[config.mk]
export PLATFORM = sky130hd
export DESIGN_NAME = dcc_div
export DESIGN_NICKNAME = d
export VERILOG_FILES = /design/src/rtl/dcc_pkg.sv /design/src/rtl/dcc_div.sv
export SDC_FILE = /design/constraint.sdc
export NUM_CORES = 2
export LEC_CHECK = 0
export ABC_AREA = 1
export BUFFER_PORTS_ARGS = -buffer_cell sky130_fd_sc_hd__buf_4
export CORE_UTILIZATION = 46
export CTS_CLUSTER_SIZE = 14
export DETAILED_ROUTE_END_ITERATION = 8
export SLEW_MARGIN = 20
export SYNTH_ARGS = -nofsm -noshare
export SYNTH_HDL_FRONTEND = slang
export SYNTH_SLANG_ARGS = --single-unit
[constraint.sdc]
create_clock -name clk_i -period 4.5 [get_ports clk_i]
set_input_delay 0.45 -clock clk_i [delete_from_list [all_inputs] [get_ports clk_i]]
set_output_delay 0.45 -clock clk_i [all_outputs]
set_load 0.05 [all_outputs]
[src/rtl/dcc_pkg.sv]
// Shared constants for the dominant channel color correction pipeline.
`timescale 1ns / 1ps
package dcc_pkg;
  localparam int RegW       = 16;
  localparam int StrengthW  = 16;
  localparam int RatioFrac  = 16;
  localparam logic [RatioFrac:0] RatioOne = 17'(1) << RatioFrac;
  localparam logic [RatioFrac:0] RatioMin = 17'd13107;
  localparam int FrontLat   = 4;
  localparam int ScaleLat   = 3;
  localparam int TotalLat   = FrontLat + RatioFrac + ScaleLat + 1;

  localparam logic [1:0] DOM_RED   = 2'd0;
  localparam logic [1:0] DOM_GREEN = 2'd1;
  localparam logic [1:0] DOM_BLUE  = 2'd2;

  localparam logic [1:0] CFG_SKY_RED   = 2'd0;
  localparam logic [1:0] CFG_SKY_GREEN = 2'd1;
  localparam logic [1:0] CFG_SKY_BLUE  = 2'd2;
  localparam logic [1:0] CFG_REF_FLOOR = 2'd3;

  typedef struct packed {
    logic [RegW-1:0] sky_red;
    logic [RegW-1:0] sky_green;
    logic [RegW-1:0] sky_blue;
    logic [RegW-1:0] ref_floor;
  } cfg_t;
endpackage

[src/rtl/dcc_div.sv]
// Pipelined restoring divider: one quotient bit per stage.
`timescale 1ns / 1ps
module dcc_div #(
  parameter int NW     = 32,
  parameter int SIDE_W = 8
) (
  input  logic                           clk_i,
  input  logic                           rst_ni,
  input  logic                           valid_i,
  input  logic [NW-1:0]                  num_i,
  input  logic [NW-1:0]                  den_i,
  input  logic                           sat_i,
  input  logic [SIDE_W-1:0]              side_i,
  output logic                           valid_o,
  output logic [dcc_pkg::RatioFrac-1:0]  quo_o,
  output logic                           sat_o,
  output logic [SIDE_W-1:0]              side_o
);
  localparam int Steps = dcc_pkg::RatioFrac;

  logic [NW-1:0]     rem_q  [1:Steps];
  logic [NW-1:0]     den_q  [1:Steps];
  logic [Steps-1:0]  quo_q  [1:Steps];
  logic              sat_q  [1:Steps];
  logic [SIDE_W-1:0] side_q [1:Steps];
  logic              vld_q  [1:Steps];

  logic [NW-1:0]     rem_c  [0:Steps-1];
  logic [NW-1:0]     den_c  [0:Steps-1];
  logic [Steps-1:0]  quo_c  [0:Steps-1];
  logic [NW-1:0]     rem_d  [0:Steps-1];
  logic [Steps-1:0]  quo_d  [0:Steps-1];

  always_comb begin
    logic [NW:0] trial;
    logic [NW:0] den_x;
    logic        ge;
    rem_c[0] = num_i;
    den_c[0] = den_i;
    quo_c[0] = '0;
    for (int k = 1; k < Steps; k++) begin
      rem_c[k] = rem_q[k];
      den_c[k] = den_q[k];
      quo_c[k] = quo_q[k];
    end
    for (int k = 0; k < Steps; k++) begin
      trial    = {rem_c[k], 1'b0};
      den_x    = {1'b0, den_c[k]};
      ge       = (trial >= den_x);
      rem_d[k] = ge ? NW'(trial - den_x) : trial[NW-1:0];
      quo_d[k] = {quo_c[k][Steps-2:0], ge};
    end
  end

  always_ff @(posedge clk_i or negedge rst_ni) begin
    if (!rst_ni) begin
      for (int k = 1; k <= Steps; k++) vld_q[k] <= 1'b0;
    end else begin
      vld_q[1] <= valid_i;
      for (int k = 2; k <= Steps; k++) vld_q[k] <= vld_q[k-1];
    end
  end

  always_ff @(posedge clk_i) begin
    sat_q[1]  <= sat_i;
    side_q[1] <= side_i;
    for (int k = 2; k <= Steps; k++) begin
      sat_q[k]  <= sat_q[k-1];
      side_q[k] <= side_q[k-1];
    end
    for (int k = 0; k < Steps; k++) begin
      rem_q[k+1] <= rem_d[k];
      den_q[k+1] <= den_c[k];
      quo_q[k+1] <= quo_d[k];
    end
  end

  assign valid_o = vld_q[Steps];
  assign quo_o   = quo_q[Steps];
  assign sat_o   = sat_q[Steps];
  assign side_o  = side_q[Steps];
endmodule

# == After elaboration in Yosys (flattened, before gate mapping) ==
# Memory sizes are Yosys's and may differ from the RTL's.
# Cells that the tools add are included.
# totals
latchBits,0
word_cells,69
rom_bits,0
ff_bits,16
mem_bits_rw,1424
out_inout_bits,26
mem_count,5
inputBits,76
# mem_list
name,words,width,read_ports,rd_clocked_by_memory_dff,write_ports,line,source
den_q,16,32,15,0,16,dcc_div.sv:22,logic [NW-1:0] den_q [1:Steps];
rem_q,16,32,15,0,16,dcc_div.sv:21,logic [NW-1:0] rem_q [1:Steps];
quo_q,16,16,16,0,16,dcc_div.sv:23,logic [Steps-1:0] quo_q [1:Steps];
side_q,16,8,16,0,16,dcc_div.sv:25,logic [SIDE_W-1:0] side_q [1:Steps];
sat_q,16,1,16,0,16,dcc_div.sv:24,logic sat_q [1:Steps];
# op_classes
n_div,0
n_eq_ne,0
order_cmp,16
n_shift,0
bitwise,0
n_reduce_logical,0
mul,0
muxes,16
addsub,16
# ops
cell,n
$ge A33 B32 Y1,16
$mux W32,16
$sub A32 B32 Y32,16

# == Logic depth before layout (Yosys ltp) ==
# An unclocked memory read counts as a cell.
# depth
depth_word,3
ltp_mapped,17
ltp_nobuf,15

# == Worst setup path after synthesis ==
# No wires, ideal clock.
# synth_timing
path_type,in2reg
start,input port den_i[28]
end,"register, netlist name rem_q[0][56]"
required_ns,4.387
path_slack_ns,2.630
stages,13
n_path_buf,1
setup_ns,0.113
arrival_time_ns,1.758
cell_sequence,inv_1 ha_1 nand2_1 inv_1 nand2_1 nand2_1 a21oi_1 nand2_1 nor2_4 nand2_8 buf_12 nand3_2 nand2_1
# synth_lines
element,line,source
"start, declared",dcc_div.sv:11,"input logic [NW-1:0] den_i,"

==> flow_metrics.env <==
export IMPL_nets=11918
export IMPL_place_inst=13155
export IMPL_area_delta_synth_final_pct=11.0
export IMPL_path_buf_inv=1
export IMPL_yosys_area_top_type="dfxtp_1"
export IMPL_ys_ff_latch=1256
export IMPL_ios=102
export IMPL_clk_pin_slew_ns=0.07
export IMPL_worstSetupPathType="register to register"
export IMPL_synth_cell_types=37
export IMPL_grt_max_degree=35
export IMPL_endpoint_kind="register"
export IMPL_start_kind="register"
export IMPL_gp_congestion=0.994
export IMPL_timing_critical_path_mode_cell="nand2_1"
export IMPL_use_met1_pct=36.5
export IMPL_multi_input_area_sq_mm=0.0380
export IMPL_status="finished clean"
export IMPL_grt_pass1_vias=63470
export IMPL_r2r_cells=11
export IMPL_die_h_microns=400
export IMPL_timing_fmax_mhz=329
export IMPL_synth_cells=11133
export IMPL_grt_busiest_layer="met2"
export IMPL_clockBufferDepth=3
export IMPL_clock_sinks=1256
export IMPL_final_period_utilization_pct=67.6
export IMPL_grt_usage_pct=29.8
export IMPL_portBuffers=101
export IMPL_grt_util_met3_pct=3.32
export IMPL_p_per_area_mw_per_mm2=768
export IMPL_p_leak_uw=0.0466
export IMPL_fin_ws_ns=1.46
export IMPL_max_slew_margin_pct=36.8
export IMPL_syn_nets=11735
export IMPL_rsz0062_at_grt="false"
export IMPL_whs_ns=0.278
export IMPL_use_met2_pct=51.9
export IMPL_final_util_pct=51.7
export IMPL_critical_path_slowest_cell="nor2_4"
export IMPL_synth_most_common_cell="nand2_1"
export IMPL_viasPerCell=4.87
export IMPL_synthTopCellsByArea="dfxtp_1, nand2_1, inv_1"
export IMPL_path_depth=11
export IMPL_tritoncts="done"
export IMPL_first_pass_iters=7
export IMPL_synth_edf_count=0
export IMPL_num_vias=65742
export IMPL_cts_buffers=141
export IMPL_synth_flop_cell="dfxtp_1"
export IMPL_synth_avg_cell_area_sq_um=6.56
export IMPL_antenna_found_initial=7
export IMPL_detail_route_antenna_nets=0
export IMPL_insertion_delay_ns=0.82
export IMPL_min_path_type="input pin to register"
export IMPL_num_rows=145
export IMPL_crit_fanout=33
export IMPL_synth_top_cell_area_share_pct=34.0
export IMPL_finalWirelength_mm=243
export IMPL_critPathMaxStageDelay_ns=0.73
export IMPL_wl_per_cell_microns=18.0
export IMPL_post_cts_buffers=0
export IMPL_async_flop_share_pct=1.27
export IMPL_r2r_slack_ns=1.46
export IMPL_grt_pass1_wl_mm=368
export IMPL_drive_above_1_share_pct=5.91
export IMPL_cp_data_required_time_ns=5.18
export IMPL_ctsHtreeMaxLevel=4
export IMPL_synth_area_sq_mm=0.0730
export IMPL_reg2reg_to="rem_q[0][488]"
export IMPL_skew_ns=0.0389
export IMPL_post_dp_hpwl_mm=201
export IMPL_maxSlewViolCount=0
export IMPL_r2r_start="den_q[0][478]"
export IMPL_crit_family="simple AND/OR/NAND/NOR gates"
export IMPL_drtIter0Drc=5163
export IMPL_synth_warnings=0
export IMPL_seq_area_sq_mm=0.0252
export IMPL_cts_resized=0
export IMPL_hold_violations=0
export IMPL_core_area_sq_mm=0.157
export IMPL_dieArea_sq_mm=0.160
export IMPL_layout_min_cycle_time_ns=3.04
export IMPL_cts_root_buf="clkbuf_16"
export IMPL_dp_slack_ns=1.47
export IMPL_initial_utilization_pct=46.5
export IMPL_synth_common_cells="nand2_1, inv_1, dfxtp_1"
export IMPL_setup_viol=0
export IMPL_tightest_slew_ns=0.945
export IMPL_fillers=16180
export IMPL_die_w_microns=400
export IMPL_drv_cap=0
export IMPL_ir_drop_mv=0.490
export IMPL_fin_cells=13487
export IMPL_worstPathArrival_ns=3.72
export IMPL_crit_path_start="den_q[0][478]"
export IMPL_finalSetupTns_ns=0
export IMPL_drc=0
export IMPL_ys_seq_area_share_pct=34.6
export IMPL_grt_overflow_total=0
export IMPL_cp_endpoint="rem_q[0][488]"
export IMPL_path_cells="inv_1 > ha_1 > a21o_1 > nand2_1 > nand2_1 > a21oi_1 > nand2_1 > nor2_4 > nand2_8 > nand2_1 > nand2_1"
[area by class of cell]
class	count	share of cell area (%)
Tap cell	2058	3.18
Timing Repair Buffer	188	1.98
Clock inverter	76	1.41
Antenna cell	1	0.00309
Inverter	2284	10.6
Clock buffer	179	4.84
Multi-Input combinational cell	7445	46.9
Sequential cell	1256	31.1
[worst min path at each step]
stage                              from  slack (ns)  cells past startpoint             to
after floorplan                  rst_ni        0.15                      0        valid_o
after detailed placement  quo_q[0][217]        0.31                      0  quo_q[0][234]
final                         side_i[0]        0.28                      2   side_q[0][8]
after global routing          side_i[0]        0.25                      2   side_q[0][8]
after global placement           rst_ni        0.31                      1        valid_o
after CTS                     side_i[3]        0.23                      2  side_q[0][11]
[routing by layer]
| metal | vias up | part of all wire (%) |
|---|---|---|
| li1 | 33909 | - |
| met1 | 29554 | 42 |
| met5 | - | 0 |
| met2 | 1773 | 48 |
| met3 | 506 | 4.8 |
| met4 | 0 | 5.3 |
[registers in the layout, summed over array words and instances (netlist names)]
signal / count
den_q: 480
rem_q: 480
quo_q: 136
side_q: 128
sat_q: 16
vld_q: 15
valid_o: 1
[cells by family (layout without fill, tap and decap cells)]
logic type	Yosys count	count (layout)	synth area share, %
xor+xnor	210	210	2.52
flops	1256	1256	34.6
buf+inv	2432	2727	13.4
other cells	0	1	0
fa+ha+maj	526	526	9.17
simple gates	6327	6327	37.6
compound gates	382	382	2.72
[repair_timing]
action	4_1_cts	5_1_grt
hold buffers	76	0
setup endpoints to repair	0	0
hold endpoints to repair	90	0
[cell usage in the layout, fill, tap and decap left out, drive strengths merged]
master and n:
clkinv 37, nand4 49, buf 112, nor2 605
ha 511, a21oi 335, diode 1, and2 124
xor2 194, dfxtp 1240, dfrtp 16, a21o 16
or2 8, o21ai 21, fa 15, o21bai 9
bufinv 18, nand3b 154, nor3 133, dlygate4sd3 76
o211ai 1, nand2 4356, clkinvlp 11, clkbuf 179
nand3 898, xnor2 16, inv 2294
[power by group]
part | switching [uW] | internal [uW] | leakage, uW
sequential | 2880 | 14400 | 0.0106
clock | 5010 | 7320 | 0.00244
combinational | 22000 | 10600 | 0.0335
total | 29900 | 32300 | 0.0466
[stage by stage]
stage | area, sq um | total power [uW]
2_1_floorplan | 73000 | 40300
5_1_grt | 81100 | 67300
4_1_cts | 81100 | 62300
3_5_place_dp | 75200 | 49700
6_report | 81100 | 62300
3_3_place_gp | 75200 | 49500
Note: power is estimated with default switching activity, not from simulation.
