$ cat config.mk
export PLATFORM = sky130hd
export DESIGN_NAME = dcc_scale
export DESIGN_NICKNAME = d
export VERILOG_FILES = /design/src/rtl/dcc_pkg.sv /design/src/rtl/dcc_scale.sv
export SDC_FILE = /design/constraint.sdc
export NUM_CORES = 2
export LEC_CHECK = 0
export BUFFER_PORTS_ARGS = -buffer_cell sky130_fd_sc_hd__buf_2
export CAP_MARGIN = 20
export CELL_PAD_IN_SITES_DETAIL_PLACEMENT = 1
export CELL_PAD_IN_SITES_GLOBAL_PLACEMENT = 1
export CORE_MARGIN = 2
export CORE_UTILIZATION = 47
export CTS_CLUSTER_SIZE = 24
export DETAILED_ROUTE_END_ITERATION = 12
export GPL_ROUTABILITY_DRIVEN = 0
export PLACE_DENSITY = 0.79
export SLEW_MARGIN = 20
export SYNTH_ARGS = -nofsm -noshare
export SYNTH_HDL_FRONTEND = slang
export SYNTH_SLANG_ARGS = --single-unit
$ cat constraint.sdc
create_clock -name clk_i -period 6.77 [get_ports clk_i]
set_clock_uncertainty 0.1 [all_clocks]
set_input_delay 1.0155 -clock clk_i [delete_from_list [all_inputs] [get_ports clk_i]]
set_output_delay 1.0155 -clock clk_i [all_outputs]
set_load 0.02 [all_outputs]
$ cat src/rtl/dcc_pkg.sv
// Shared constants for the dominant channel color correction pipeline.
`timescale 1ns / 1ps
package dcc_pkg;
  localparam int RegW       = 16;
  localparam int StrengthW  = 16;
  localparam int RatioFrac  = 16;
  localparam logic [RatioFrac:0] RatioOne = 17'(1) << RatioFrac;
  localparam logic [RatioFrac:0] RatioMin = 17'd13107;
  localparam int FrontLat   = 4;
  localparam int ScaleLat   = 3;
  localparam int TotalLat   = FrontLat + RatioFrac + ScaleLat + 1;

  localparam logic [1:0] DOM_RED   = 2'd0;
  localparam logic [1:0] DOM_GREEN = 2'd1;
  localparam logic [1:0] DOM_BLUE  = 2'd2;

  localparam logic [1:0] CFG_SKY_RED   = 2'd0;
  localparam logic [1:0] CFG_SKY_GREEN = 2'd1;
  localparam logic [1:0] CFG_SKY_BLUE  = 2'd2;
  localparam logic [1:0] CFG_REF_FLOOR = 2'd3;

  typedef struct packed {
    logic [RegW-1:0] sky_red;
    logic [RegW-1:0] sky_green;
    logic [RegW-1:0] sky_blue;
    logic [RegW-1:0] ref_floor;
  } cfg_t;
endpackage

$ cat src/rtl/dcc_scale.sv
// Ratio clamp, strength weighting and sample scaling for one channel.
`timescale 1ns / 1ps
module dcc_scale #(
  parameter int S      = 16,
  parameter int F      = 12,
  parameter int SIDE_W = 2
) (
  input  logic                           clk_i,
  input  logic                           rst_ni,
  input  logic                           valid_i,
  input  logic [dcc_pkg::RatioFrac-1:0]  quo_i,
  input  logic                           sat_i,
  input  logic [S-1:0]                   x_i,
  input  logic [dcc_pkg::StrengthW-1:0]  strength_i,
  input  logic [SIDE_W-1:0]              side_i,
  output logic                           valid_o,
  output logic [S-1:0]                   x_o,
  output logic [SIDE_W-1:0]              side_o
);
  localparam int SF = dcc_pkg::RatioFrac + F;
  localparam int PW = (SF + 1 > dcc_pkg::RatioFrac + 1 + dcc_pkg::StrengthW)
                      ? SF + 1 : dcc_pkg::RatioFrac + 1 + dcc_pkg::StrengthW;
  localparam logic [PW-1:0] ScaleOne = PW'(1) << SF;

  logic [dcc_pkg::RatioFrac:0] ratio;
  logic [PW-1:0]     prod_q;
  logic [SF:0]       scale_q;
  logic [S+SF:0]     mul_q;
  logic [S-1:0]      xa_q, xb_q;
  logic [SIDE_W-1:0] sa_q, sb_q, sc_q;
  logic              va_q, vb_q, vc_q;

  always_comb begin
    if (sat_i) begin
      ratio = dcc_pkg::RatioOne;
    end else if ({1'b0, quo_i} < dcc_pkg::RatioMin) begin
      ratio = dcc_pkg::RatioMin;
    end else begin
      ratio = {1'b0, quo_i};
    end
  end

  always_ff @(posedge clk_i or negedge rst_ni) begin
    if (!rst_ni) begin
      va_q <= 1'b0;
      vb_q <= 1'b0;
      vc_q <= 1'b0;
    end else begin
      va_q <= valid_i;
      vb_q <= va_q;
      vc_q <= vb_q;
    end
  end

  always_ff @(posedge clk_i) begin
    prod_q  <= PW'((dcc_pkg::RatioOne - ratio) * strength_i);
    xa_q    <= x_i;
    sa_q    <= side_i;
    // a weight at or past one drives the channel to zero
    scale_q <= (prod_q >= ScaleOne) ? '0 : (SF+1)'(ScaleOne - prod_q);
    xb_q    <= xa_q;
    sb_q    <= sa_q;
    mul_q   <= (S+SF+1)'(xb_q * scale_q);
    sc_q    <= sb_q;
  end

  assign valid_o = vc_q;
  assign x_o     = mul_q[SF+S-1:SF];
  assign side_o  = sc_q;
endmodule

# Word level (Yosys, flattened, before mapping)
# Cells that the tools add are included.
# op_classes
addsub	2
n_mul	2
n_lt_le_gt_ge	2
muxes	2
# ops
op	count
multiplier 16 x 29 -> 44 bit	1
>= comparator 33 x 29 -> 1 bit, second input constant	1
multiplier 18 x 17 -> 33 bit	1
subtractor 29 bit, first input constant	1
subtractor 17 x 17 -> 18 bit, first input constant	1
2-to-1 mux 17 bit	1
less-than comparator 16 x 14 -> 1 bit, second input constant	1
2-to-1 mux 16 bit	1
# totals
reg_bits	147
inputBits	54
out_inout_bits	19
word_cells	19

# Longest topological paths before layout
# logic_depth
ltp_word	5
depth_mapped	38
depth_no_buf	35

# Least setup slack after synthesis
# Ideal clock, no wire load.
# synth_path
kind	input-to-reg
from	input port quo_i[1] in the netlist's numbering
to	register prod_q[31]
setup_time_ns	0.072
arrival_time_ns	9.236
t_required_ns	6.598
slack_ns	-2.638
path_stages	34
n_path_buf	4
path_cell_list	a211o_1 -> a311o_1 -> a311oi_1 -> o21a_1 -> clkbuf_1 -> nor2_1 -> nor2_1 -> clkbuf_1 -> inv_1 -> ha_1 -> clkbuf_1 -> o22a_1 -> o21ai_0 -> clkbuf_1 -> nand2_1 -> fa_1 -> inv_1 -> fa_1 -> fa_1 -> fa_1 -> fa_1 -> inv_1 -> fa_1 -> inv_1 -> ha_1 -> a21o_1 -> a21o_1 -> a21oi_1 -> o31ai_1 -> nor2b_1 -> a311oi_1 -> o31ai_1 -> o41ai_1 -> xnor2_1
# synth_between
elab_chain_cells	5
# synth_lines
element	line	rtl
start, declared	dcc_scale.sv:11	input logic [dcc_pkg::RatioFrac-1:0] quo_i,
less-than comparator 16 x 14 -> 1 bit	dcc_scale.sv:36	end else if ({1'b0, quo_i} < dcc_pkg::RatioMin) begin
2-to-1 mux 16 bit (*)	dcc_scale.sv:36	
2-to-1 mux 17 bit (*)	dcc_scale.sv:34	if (sat_i) begin
subtractor 17 x 17 -> 18 bit (*)	dcc_scale.sv:56	prod_q <= PW'((dcc_pkg::RatioOne - ratio) * strength_i);
multiplier 18 x 17 -> 33 bit (*)	dcc_scale.sv:56	
end signal, assigned	dcc_scale.sv:56	
end, declared	dcc_scale.sv:26	logic [PW-1:0] prod_q;
# Every way passes the cells marked *; elsewhere a longest branch is shown, timed or not.
# A chain may end at the register's enable or synchronous reset.

# Worst setup path after layout
# layout_path
from	input port quo_i[1] in the netlist's numbering
to	register prod_q[20]
# Same word-level chain as after synthesis.

==> results.yml <==
timing:
  relSlewSlack_pct: 34.6
  tightest_slew_ns: 0.978
  finalCritPeriodShare_pct: 122
  worst_slack_ns: -1.52
  finalHoldViolations: 0
  period_minus_slack_ns: 8.29
  max_freq_mhz: 121
  slew_viol_final: 0
  rsz0062_at_grt: "true"
  totalNegativeSetupSlack_ns: -27.14
  setup_viol_count_final: 29
final_layout:
  area_delta_synth_final_pct: 20.0
  drive_gt1_share_pct: 19.3
  final_cell_mix: "inv_1, fa_1, nand2_1"
  nNetsFinal: 4212
  final_common_cell: "inv_1"
  final_util_pct: 57.1
  final_area_mm2: 0.0329
  insertedDiodeCount: 0
grt:
  antenna_found_initial: 0
  grt_usage_pct: 29.8
  grt_pass1_vias: 26700
  grt_max_degree: 30
  grt_overflow: 0
  grt_first_pass_wirelength_mm: 139
min_path:
  hold_path_class: "reg -> reg"
floorplan:
  row_count: 88
  die-height_um: 246
  fp.dieArea_mm2: 0.0603
  dieWidth_um: 246
  io_pins: 73
  core_mm2: 0.0577
  start_util_pct: 47.5
worst_setup_path:
  worstSetupEndpointType: "register"
  r2r-start: "scale_q[17]$_SDFF_PP0_"
  worst-path-buf-inv: 9
  arrival_ns: 8.56
  slowest_stage: "fa_1"
  reg2reg_depth: 22
  cp.depth: 34
  path_common_cell: "fa_1"
  r2r_setup_slack_ns: -0.15
  critPathKind: "in -> reg"
  critPathLaunchType: "input pin"
  critPathLaunch: "quo_i[1]"
  cp_slowest_stage_delay_ns: 0.55
  crit_required_ns: 7.05
  crit_family: "adder cells"
  crit_end: "prod_q[20]$_DFF_P_"
  worstPathMaxFanout: 8
  r2r_end: "mul_q[41]$_DFF_P_"
routing:
  ant_nets: 0
  finalWirelength_mm: 92.7
  wire_per_inst_um: 22.7
  drc: 0
  viasPerCell: 5.40
  vias: 22100
  firstDrtPassIters: 5
  drt_iter0_markers: 1309
logic_synthesis:
  syn_inst: 2989
  synth_edf_count: 0
  synth-seq-area-share_pct: 8.74
  synth-seq-cells: 119
  yosysUniqueCellTypes: 64
  yosys_most_used_dff: "dfxtp_1"
  netlist_area_mm2: 0.0274
  ys_async_sr_fraction_pct: 2.52
  yosys_warnings: 0
  synth.avg_cell_area_um2: 9.18
place:
  pre_cts_ws_ns: -2.00
  place.port_buffers: 72
  dp_hpwl_mm: 69.5
  placed_area_mm2: 0.0309
clocking:
  htreeDepth: 4
  cts_tree: "done"
  cts-buffers-inserted: 17
  cts.sinks: 119
  cts.reportedPaths.clkPinSlew_ns: 0.07
  cts_buffer_depth: 2
  cts-root-buf: "clkbuf_16"
  clkLatencyLatePin_ns: 0.47
run_status:
  violations: "negative setup slack"
  status: "complete, but fails checks"
run:
  maxCapViolCount: 0
flip-flops by register name, indices dropped and copies added, names as in the netlist:
signal / count
xa_q: 16
scale_q: 29
vb_q: 1
valid_o: 1
side_o: 2
va_q: 1
sa_q: 2
mul_q: 16
prod_q: 33
sb_q: 2
xb_q: 16
per-layer routing:
layer	vias up	GRT usage, %	wire (um)
li1	9351	-	-
met4	0	15.6	5090
met2	843	56.5	50300
met5	-	0	0
met3	362	4.03	4810
met1	11500	31.9	32500
worst min-delay path by stage:
stage | startpoint | to | slack [ns] | cells after the start
2_1_floorplan | sa_q[0]$_DFF_P_ | sb_q[0]$_DFF_P_ | 0.21 | 0
3_3_place_gp | xa_q[9]$_DFF_P_ | xb_q[9]$_DFF_P_ | 0.21 | 0
3_5_place_dp | xa_q[13]$_DFF_P_ | xb_q[13]$_DFF_P_ | 0.21 | 0
4_1_cts | xa_q[11]$_DFF_P_ | xb_q[11]$_DFF_P_ | 0.22 | 0
5_1_grt | rst_ni | va_q$_DFF_PN0_ | 0.22 | 1
6_report | xa_q[11]$_DFF_P_ | xb_q[11]$_DFF_P_ | 0.22 | 0
kinds of logic (layout without fill, tap and decap cells):
family	Yosys count	in the layout	share of synthesized area (%)
muxes	2	2	0.0775
adders and majority gates	851	851	56.5
AOI/OAI and AO/OA	161	161	3.82
and+or+nand+nor	934	934	16.5
other	2	36	0.0274
DFF	119	119	8.74
buffers and inverters	823	1125	11.3
xor gates and xnor gates	97	97	3.10
layout make-up:
cell class	count	area, um2
inverter	700	2630
clock inverter	14	189
fill	6553	24800
clock buffer	18	429
multi-input combinational	2081	23000
timing repair buffer	393	3250
tap	765	957
sequential	119	2460
worst reg2reg max path, stage by stage, from the launching register on:
cell and delay, ns:
dfxtp_1 0.51, buf_6 0.25, nand2_1 0.12, fa_1 0.57, inv_1 0.06, fa_1 0.47, inv_1 0.07, fa_1 0.60
fa_2 0.52, fa_1 0.57, inv_1 0.08, fa_2 0.59, ha_4 0.22, a21oi_1 0.21, o21bai_2 0.12, nand4bb_1 0.26
o2111ai_2 0.23, nor2_1 0.07, buf_4 0.16, a221o_1 0.38, a41oi_4 0.34, nor2b_4 0.23, xnor2_2 0.11
synthesized netlist by cell type, types with 13 or more instances:
library cell | n | area share [%]
a21o_1 | 18 | 0.49
a21oi_1 | 50 | 0.91
and2_1 | 283 | 6.5
and3_1 | 13 | 0.30
clkbuf_1 | 116 | 1.6
dfxtp_1 | 116 | 8.5
fa_1 | 649 | 47
ha_1 | 197 | 9.0
inv_1 | 700 | 9.6
nand2_1 | 468 | 6.4
nand3_1 | 17 | 0.31
nor2_1 | 70 | 0.96
nor3_1 | 26 | 0.47
o21ai_0 | 23 | 0.42
xnor2_1 | 58 | 1.9
xor2_1 | 39 | 1.2
metrics by stage:
step | cells | hold WS (ns)
6_report | 4090 | 0.223
5_1_grt | 4090 | 0.223
4_1_cts | 4049 | 0.221
3_5_place_dp | 4007 | 0.214
3_3_place_gp | 4007 | 0.210
2_1_floorplan | 3023 | 0.210
what timing repair did:
action / in CTS / in global routing
gates cloned: 0 / 3
gates resized for setup: 113 / 139
setup endpoints to repair: 30 / 30
setup buffers: 12 / 39
hold buffers: 0 / 0
pin swaps: 60 / 96
Power is left out: the tool's default activity adds up to more than one toggle a clock period on the data nets, which glitch-free logic cannot reach.
