[src/rtl/dcc_pkg.sv]
// Shared constants for the dominant channel color correction pipeline.
`timescale 1ns / 1ps
package dcc_pkg;
  localparam int RegW       = 16;
  localparam int StrengthW  = 16;
  localparam int RatioFrac  = 16;
  localparam logic [RatioFrac:0] RatioOne = 17'(1) << RatioFrac;
  localparam logic [RatioFrac:0] RatioMin = 17'd13107;
  localparam int FrontLat   = 4;
  localparam int ScaleLat   = 3;
  localparam int TotalLat   = FrontLat + RatioFrac + ScaleLat + 1;

  localparam logic [1:0] DOM_RED   = 2'd0;
  localparam logic [1:0] DOM_GREEN = 2'd1;
  localparam logic [1:0] DOM_BLUE  = 2'd2;

  localparam logic [1:0] CFG_SKY_RED   = 2'd0;
  localparam logic [1:0] CFG_SKY_GREEN = 2'd1;
  localparam logic [1:0] CFG_SKY_BLUE  = 2'd2;
  localparam logic [1:0] CFG_REF_FLOOR = 2'd3;

  typedef struct packed {
    logic [RegW-1:0] sky_red;
    logic [RegW-1:0] sky_green;
    logic [RegW-1:0] sky_blue;
    logic [RegW-1:0] ref_floor;
  } cfg_t;
endpackage

[src/rtl/dcc_front.sv]
// Front stages: input capture, sky subtraction, dominant pick, ratio products.
`timescale 1ns / 1ps
module dcc_front #(
  parameter int S  = 16,
  parameter int RW = 16,
  parameter int NW = 32
) (
  input  logic                           clk_i,
  input  logic                           rst_ni,
  input  logic                           valid_i,
  input  dcc_pkg::cfg_t                  cfg_i,
  input  logic [S-1:0]                   red_i,
  input  logic [S-1:0]                   green_i,
  input  logic [S-1:0]                   blue_i,
  input  logic [S-1:0]                   ref_red_i,
  input  logic [S-1:0]                   ref_green_i,
  input  logic [S-1:0]                   ref_blue_i,
  input  logic [dcc_pkg::StrengthW-1:0]  strength_i,
  output logic                           valid_o,
  output logic [NW-1:0]                  num0_o,
  output logic [NW-1:0]                  den0_o,
  output logic                           sat0_o,
  output logic [S-1:0]                   x0_o,
  output logic [NW-1:0]                  num1_o,
  output logic [NW-1:0]                  den1_o,
  output logic                           sat1_o,
  output logic [S-1:0]                   x1_o,
  output logic [dcc_pkg::StrengthW-1:0]  strength_o,
  output logic [1:0]                     dom_o,
  output logic [S-1:0]                   dval_o
);
  // stage 1: captured inputs
  logic v1_q;
  logic [S-1:0] r1_q, g1_q, b1_q, rr1_q, rg1_q, rb1_q;
  logic [dcc_pkg::StrengthW-1:0] s1_q;
  // stage 2: lane selection
  logic v2_q;
  logic [1:0] dom2_q, dom2_d;
  logic [S-1:0] dv2_q, dv2_d, x02_q, x02_d, x12_q, x12_d;
  logic [RW-1:0] rd2_q, rd2_d, rx02_q, rx02_d, rx12_q, rx12_d;
  logic [dcc_pkg::StrengthW-1:0] s2_q;
  // stage 3: products
  logic v3_q;
  logic [NW-1:0] n03_q, d03_q, n13_q, d13_q;
  logic [S-1:0] x03_q, x13_q, dv3_q;
  logic [1:0] dom3_q;
  logic [dcc_pkg::StrengthW-1:0] s3_q;
  // stage 4: saturation flags
  logic v4_q;

  function automatic logic [RW-1:0] sky_sub(input logic [S-1:0] ref_v,
                                            input logic [dcc_pkg::RegW-1:0] sky,
                                            input logic [dcc_pkg::RegW-1:0] flr);
    logic signed [RW:0] diff;
    logic signed [RW:0] flr_s;
    diff  = signed'({1'b0, RW'(ref_v)}) - signed'({1'b0, RW'(sky)});
    flr_s = signed'({1'b0, RW'(flr)});
    return (diff < flr_s) ? RW'(flr) : diff[RW-1:0];
  endfunction

  logic [RW-1:0] rr_s, rg_s, rb_s;

  always_comb begin
    rr_s = sky_sub(rr1_q, cfg_i.sky_red, cfg_i.ref_floor);
    rg_s = sky_sub(rg1_q, cfg_i.sky_green, cfg_i.ref_floor);
    rb_s = sky_sub(rb1_q, cfg_i.sky_blue, cfg_i.ref_floor);
    // ties go to red, then green
    priority if (r1_q >= g1_q && r1_q >= b1_q) begin
      dom2_d = dcc_pkg::DOM_RED;
      dv2_d  = r1_q;  rd2_d  = rr_s;
      x02_d  = g1_q;  rx02_d = rg_s;
      x12_d  = b1_q;  rx12_d = rb_s;
    end else if (g1_q > r1_q && g1_q >= b1_q) begin
      dom2_d = dcc_pkg::DOM_GREEN;
      dv2_d  = g1_q;  rd2_d  = rg_s;
      x02_d  = r1_q;  rx02_d = rr_s;
      x12_d  = b1_q;  rx12_d = rb_s;
    end else begin
      dom2_d = dcc_pkg::DOM_BLUE;
      dv2_d  = b1_q;  rd2_d  = rb_s;
      x02_d  = r1_q;  rx02_d = rr_s;
      x12_d  = g1_q;  rx12_d = rg_s;
    end
  end

  always_ff @(posedge clk_i or negedge rst_ni) begin
    if (!rst_ni) begin
      v1_q <= 1'b0;
      v2_q <= 1'b0;
      v3_q <= 1'b0;
      v4_q <= 1'b0;
    end else begin
      v1_q <= valid_i;
      v2_q <= v1_q;
      v3_q <= v2_q;
      v4_q <= v3_q;
    end
  end

  always_ff @(posedge clk_i) begin
    r1_q  <= red_i;
    g1_q  <= green_i;
    b1_q  <= blue_i;
    rr1_q <= ref_red_i;
    rg1_q <= ref_green_i;
    rb1_q <= ref_blue_i;
    s1_q  <= strength_i;

    dom2_q <= dom2_d;
    dv2_q  <= dv2_d;
    x02_q  <= x02_d;
    x12_q  <= x12_d;
    rd2_q  <= rd2_d;
    rx02_q <= rx02_d;
    rx12_q <= rx12_d;
    s2_q   <= s1_q;

    n03_q  <= NW'(rx02_q * dv2_q);
    d03_q  <= NW'(rd2_q * x02_q);
    n13_q  <= NW'(rx12_q * dv2_q);
    d13_q  <= NW'(rd2_q * x12_q);
    x03_q  <= x02_q;
    x13_q  <= x12_q;
    dv3_q  <= dv2_q;
    dom3_q <= dom2_q;
    s3_q   <= s2_q;

    num0_o     <= n03_q;
    den0_o     <= d03_q;
    sat0_o     <= (d03_q == '0) || (n03_q >= d03_q);
    num1_o     <= n13_q;
    den1_o     <= d13_q;
    sat1_o     <= (d13_q == '0) || (n13_q >= d13_q);
    x0_o       <= x03_q;
    x1_o       <= x13_q;
    dval_o     <= dv3_q;
    dom_o      <= dom3_q;
    strength_o <= s3_q;
  end

  assign valid_o = v4_q;
endmodule

[config.mk]
export PLATFORM = sky130hd
export DESIGN_NAME = dcc_front
export DESIGN_NICKNAME = d
export VERILOG_FILES = /design/src/rtl/dcc_pkg.sv /design/src/rtl/dcc_front.sv
export SDC_FILE = /design/constraint.sdc
export NUM_CORES = 2
export LEC_CHECK = 0
export BUFFER_PORTS_ARGS = -buffer_cell sky130_fd_sc_hd__buf_2
export CAP_MARGIN = 25
export CORE_ASPECT_RATIO = 1.2
export CORE_MARGIN = 1
export CORE_UTILIZATION = 55
export DETAILED_ROUTE_END_ITERATION = 10
export HOLD_SLACK_MARGIN = 0.02
export PLACE_DENSITY_LB_ADDON = 0.05
export SYNTH_ARGS = -nofsm -noshare
export SYNTH_HDL_FRONTEND = slang
export SYNTH_SLANG_ARGS = --single-unit
[constraint.sdc]
create_clock -name clk_i -period 8.1 [get_ports clk_i]
set_input_delay 0 -clock clk_i [delete_from_list [all_inputs] [get_ports clk_i]]
set_output_delay 0 -clock clk_i [all_outputs]
set_load 0.005 [all_outputs]
# Yosys cells after proc, flatten, opt, wreduce, memory -nomap -nowiden
# Index checks and enable logic that the tools add are counted.
[classes]
n_reduce_logical = 6
order_cmp = 9
muxes = 14
addsub = 3
multipliers = 4
[op_table]
columns = ["operator", "count"]
rows = [
  ["$mux 16", 13],
  ["$mul 16x16->32", 4],
  ["$ge 32x32->1", 2],
  ["$logic_not 32->1", 2],
  ["$lt 17x17->1", 3],
  ["$sub 16x16->17", 3],
  ["$ge 16x16->1", 3],
  ["$gt 16x16->1", 1],
  ["$logic_and 1x1->1", 2],
  ["$logic_or 1x1->1", 2],
  ["$mux 2", 1],
]
[word_totals]
output_inout_bits = 197
regBits = 620
wordCells = 75
inputBits = 179

# Longest topological paths before layout
[logic_depth]
depth_word = 5
depth_mapped = 24
depth_no_buf = 23

# Least setup slack after synthesis
# OpenSTA, ideal clock, no wires.
[synth_path]
path_type = "flip-flop to flip-flop"
startpoint = "reg rx02_q[7]"
endpoint = "reg n03_q[31]"
t_arrival_ns = 5.952
t_required_ns = 7.981
path_stages_with_launch = 24
n_path_buf = 1
path_slack_ns = 2.029
cell_sequence = "dfxtp_1 > clkbuf_1 > nand2_1 > fa_1 > inv_1 > fa_1 > inv_1 > fa_1 > inv_1 > fa_1 > fa_1 > inv_1 > fa_1 > inv_1 > ha_1 > nand2_1 > or3_1 > nand3b_1 > a211oi_1 > nor2_1 > a211oi_1 > o311ai_1 > mux2i_1 > nor2_1"
[synth_between]
elab_chain_len = 1
[synth_rtl]
columns = ["element", "line", "rtl"]
rows = [
  ["start, declared", "dcc_front.sv:40", "logic [RW-1:0] rd2_q, rd2_d, rx02_q, rx02_d, rx12_q, rx12_d;"],
  ["start signal, assigned", "dcc_front.sv:114", "rx02_q <= rx02_d;"],
  ["$mul 16x16->32", "dcc_front.sv:118", "n03_q <= NW'(rx02_q * dv2_q);"],
  ["end signal, assigned", "dcc_front.sv:118", ""],
  ["end, declared", "dcc_front.sv:44", "logic [NW-1:0] n03_q, d03_q, n13_q, d13_q;"],
]
# Every way passes these cells.
# A chain may end at the register's enable or synchronous reset.

# Worst setup path after layout
[layout_path]
startpoint = "reg rx02_q[8]"
endpoint = "reg n03_q[28]"
# Same word-level chain as after synthesis.

==> impl_metrics.py <==
metrics = {
    "status": {
        "status": "finished with violations",
        "violations": "DRC",
    },
    "synth": {
        "syn_area_per_cell_um2": 9.53,
        "synth_nets": 7255,
        "synth_cells": 5676,
        "synth_top_area_frac": 0.288,
        "synth_area_mm2": 0.0541,
        "synth-edff-count": 0,
        "synthArstFlopShare": 0.00645,
        "ys_top_cells_by_area": "fa_1 29%, dfxtp_1 23%, ha_1 14%, inv_1 7.8%, and2_1 5.6%",
        "yosys.area.top_type": "fa_1",
        "synth_seq_area_share": 0.230,
        "yosysUniqueCellTypes": 88,
        "yosys_warnings": 0,
        "synth.ff_latch_count": 620,
        "synth-main-ff-cell": "dfxtp_1",
    },
    "cts": {
        "cts_hold_buf": 233,
        "cts_setup_buffers": 0,
        "cts_num_sinks": 620,
        "htreeDepth": 3,
        "path_clk_slew_ns": 0.07,
        "insertion_delay_ns": 0.64,
        "cts_buffer_depth": 3,
        "cts_tree": "done",
        "cts-root-buf": "clkbuf_16",
        "cts_buffers": 66,
        "cts_resized": 0,
    },
    "routing": {
        "vias": 40967,
        "drc": 44,
        "drtAntennaViolNets": 0,
        "routedWlPerCell_um": 20.6,
        "vias_per_cell": 5.42,
        "drt_iter0_markers": 2636,
        "firstDrtPassIters": 11,
        "wirelength_um": 156000,
    },
    "critical_path": {
        "crit_chain": "nand2_1 -> fa_1 -> fa_1 -> fa_1 -> fa_1 -> inv_1 -> fa_1 -> inv_1 -> fa_1 -> inv_1 -> ha_1 -> a21o_1 -> a21o_1 -> a2111oi_0 -> or3_1 -> a31oi_1 -> o2bb2ai_1 -> a41oi_1 -> nor2b_1 -> xnor2_1",
        "crit_arrival_ns": 7.47,
        "cp-end-kind": "register",
        "worst_path_largest_cell_delay_ns": 0.87,
        "ff2ff_setup_slack_ns": 1.19,
        "crit_path_max_fanout": 16,
        "crit_type": "register to register",
        "slowest_stage": "dfxtp_1",
        "critPathLaunchType": "register",
        "crit_required_ns": 8.66,
        "path_common_cell": "fa_1",
    },
    "floorplan": {
        "die_w_um": 288,
        "core_mm2": 0.0971,
        "initial_utilization": 0.557,
        "rows": 125,
        "die_y_um": 345,
        "io_pins": 376,
        "die-area_mm2": 0.0996,
    },
    "timing": {
        "fin_tns_setup_ns": 0,
        "slew_headroom": 0.290,
        "period_needed_ns": 6.91,
        "setup_viol": 0,
        "drv_slew": 0,
        "hold_violations": 0,
        "whs_ns": 0.0665,
        "worst_slew_pin_slew_ns": 1.06,
        "fin_skew_ns": 0.0288,
        "rsz0062_at_grt": "no",
        "fmax_mhz": 145,
        "post-route-period-util": 0.853,
    },
    "grt": {
        "first_global_vias": 43261,
        "busiest_layer": "met2",
        "use_met2": 0.541,
        "grt_max_degree": 63,
        "track_usage": 0.323,
        "grt_pass1_wl_um": 244000,
        "use_met1": 0.397,
        "grt_antenna_before_repair": 18,
        "globalRouteOverflowTotal": 0,
        "use_met3": 0.0571,
    },
    "layout": {
        "layout-drive-gt1-share": 0.0955,
        "fillCellCount": 8131,
        "area_delta_synth_final_pct": 14.9,
        "nNetsFinal": 7811,
        "final_util": 0.640,
        "final_cell_area_mm2": 0.0621,
    },
    "run": {
        "drv_cap": 0,
    },
    "placed_design": {
        "place_hpwl_um": 120000,
        "place.gp.congestion": 0.940,
        "placed_cell_area_mm2": 0.0573,
        "io_buffers": 375,
    },
    "worst_hold_path": {
        "hp-class": "input port to register",
    },
}
-- cell families after synthesis --
logic type | count (synthesis) | synth area share
and+or+nand+nor | 1529 | 0.139
adders and majority gates | 1400 | 0.432
buffers and inverters | 1321 | 0.0925
AOI/OAI and AO/OA | 647 | 0.0807
DFF | 620 | 0.230
xor gates and xnor gates | 136 | 0.0220
muxes | 23 | 0.00428
-- registers in the layout (all words and copies together) (netlist names), 32 cells and up --
register	cells
num1_o	32
d03_q	32
n03_q	32
den1_o	32
num0_o	32
n13_q	32
d13_q	32
den0_o	32
-- final cells by class --
type / instances / area (µm²) / share of cell area
Multi-Input combinational cell: 3735 / 36600 / 0.590
Sequential cell: 620 / 12400 / 0.200
Timing Repair Buffer: 678 / 4840 / 0.0779
Inverter: 1131 / 4250 / 0.0683
Clock buffer: 81 / 1760 / 0.0283
Tap cell: 1270 / 1590 / 0.0256
Clock inverter: 37 / 574 / 0.00925
Antenna cell: 13 / 32.5 / 0.000524
-- cells in the mapped netlist, drive strengths merged, types with 5 or more instances --
cell type / count
a2111oi: 10
a211o: 8
a211oi: 32
a21o: 95
a21oi: 186
a221oi: 24
a31o: 5
a31oi: 14
and2: 483
and3: 14
and4: 6
buf: 15
clkbuf: 175
dfxtp: 616
fa: 779
ha: 621
inv: 1131
mux2i: 22
nand2: 689
nand2b: 23
nand3: 31
nand4: 24
nor2: 122
nor2b: 24
nor3: 55
nor4: 23
o2111ai: 5
o211ai: 16
o21a: 20
o21ai: 131
o21bai: 16
o221a: 6
o221ai: 12
o22ai: 18
o311ai: 5
o31ai: 7
or2: 9
or3: 14
or4: 5
xnor2: 100
xor2: 36
-- layer usage --
metal	wire (µm)	up-vias
li1	-	18787
met1	61500	20386
met2	75500	1423
met3	10600	365
met4	8500	6
met5	42	-
-- critical path, delay by kind of cell, from the launching register on --
family / cells / cell delay [ns]
fa+ha+maj: 7 / 3.38
compound gates: 6 / 1.68
flops: 1 / 0.87
simple gates: 3 / 0.59
buf+inv: 3 / 0.15
xor+xnor: 1 / 0.13
-- cell usage in the layout, fill, tap and decap left out, types with 12 or more instances in the layout --
cell,synthesis,layout
a211oi_1,30,30
a21o_1,95,95
a21oi_1,183,183
a221oi_1,14,14
a31oi_1,14,14
and2_1,483,483
and3_1,14,14
buf_2,9,375
buf_4,5,61
clkbuf_16,0,66
dfxtp_1,616,616
diode_2,0,13
dlygate4sd3_1,0,234
fa_1,779,779
ha_1,621,621
inv_1,1129,1129
mux2i_1,22,22
nand2_1,689,689
nand2b_1,22,22
nand3_1,31,31
nand4_1,24,24
nor2_1,121,121
nor2b_1,24,24
nor3_1,53,53
nor4_1,23,23
o211ai_1,16,16
o21a_1,20,20
o21ai_0,119,119
o21bai_1,16,16
o221ai_1,12,12
o22ai_1,18,18
or3_1,14,14
xnor2_1,100,100
xor2_1,36,36
-- path summary, 6_finish.rpt --
path,start,end,depth (start not counted)
max,rx02_q[8],n03_q[28],20
min,blue_i[12],b1_q[12],2
max reg2reg,rx02_q[8],n03_q[28],20
min reg2reg,x13_q[14],x1_o[14],0
max in group asynchronous,rst_ni,valid_o,3
min in group asynchronous,rst_ni,v3_q,3
-- stage by stage --
step / setup WS, ns / instances
final: 1.19 / 7565
after global routing: 0.835 / 7559
after CTS: 1.20 / 7545
after detailed placement: 1.21 / 7194
after global placement: 1.11 / 7192
after floorplan: 2.03 / 5676
Power is not shown: default switching activity piles up to over one toggle a cycle in this logic, so the estimate is an artifact.
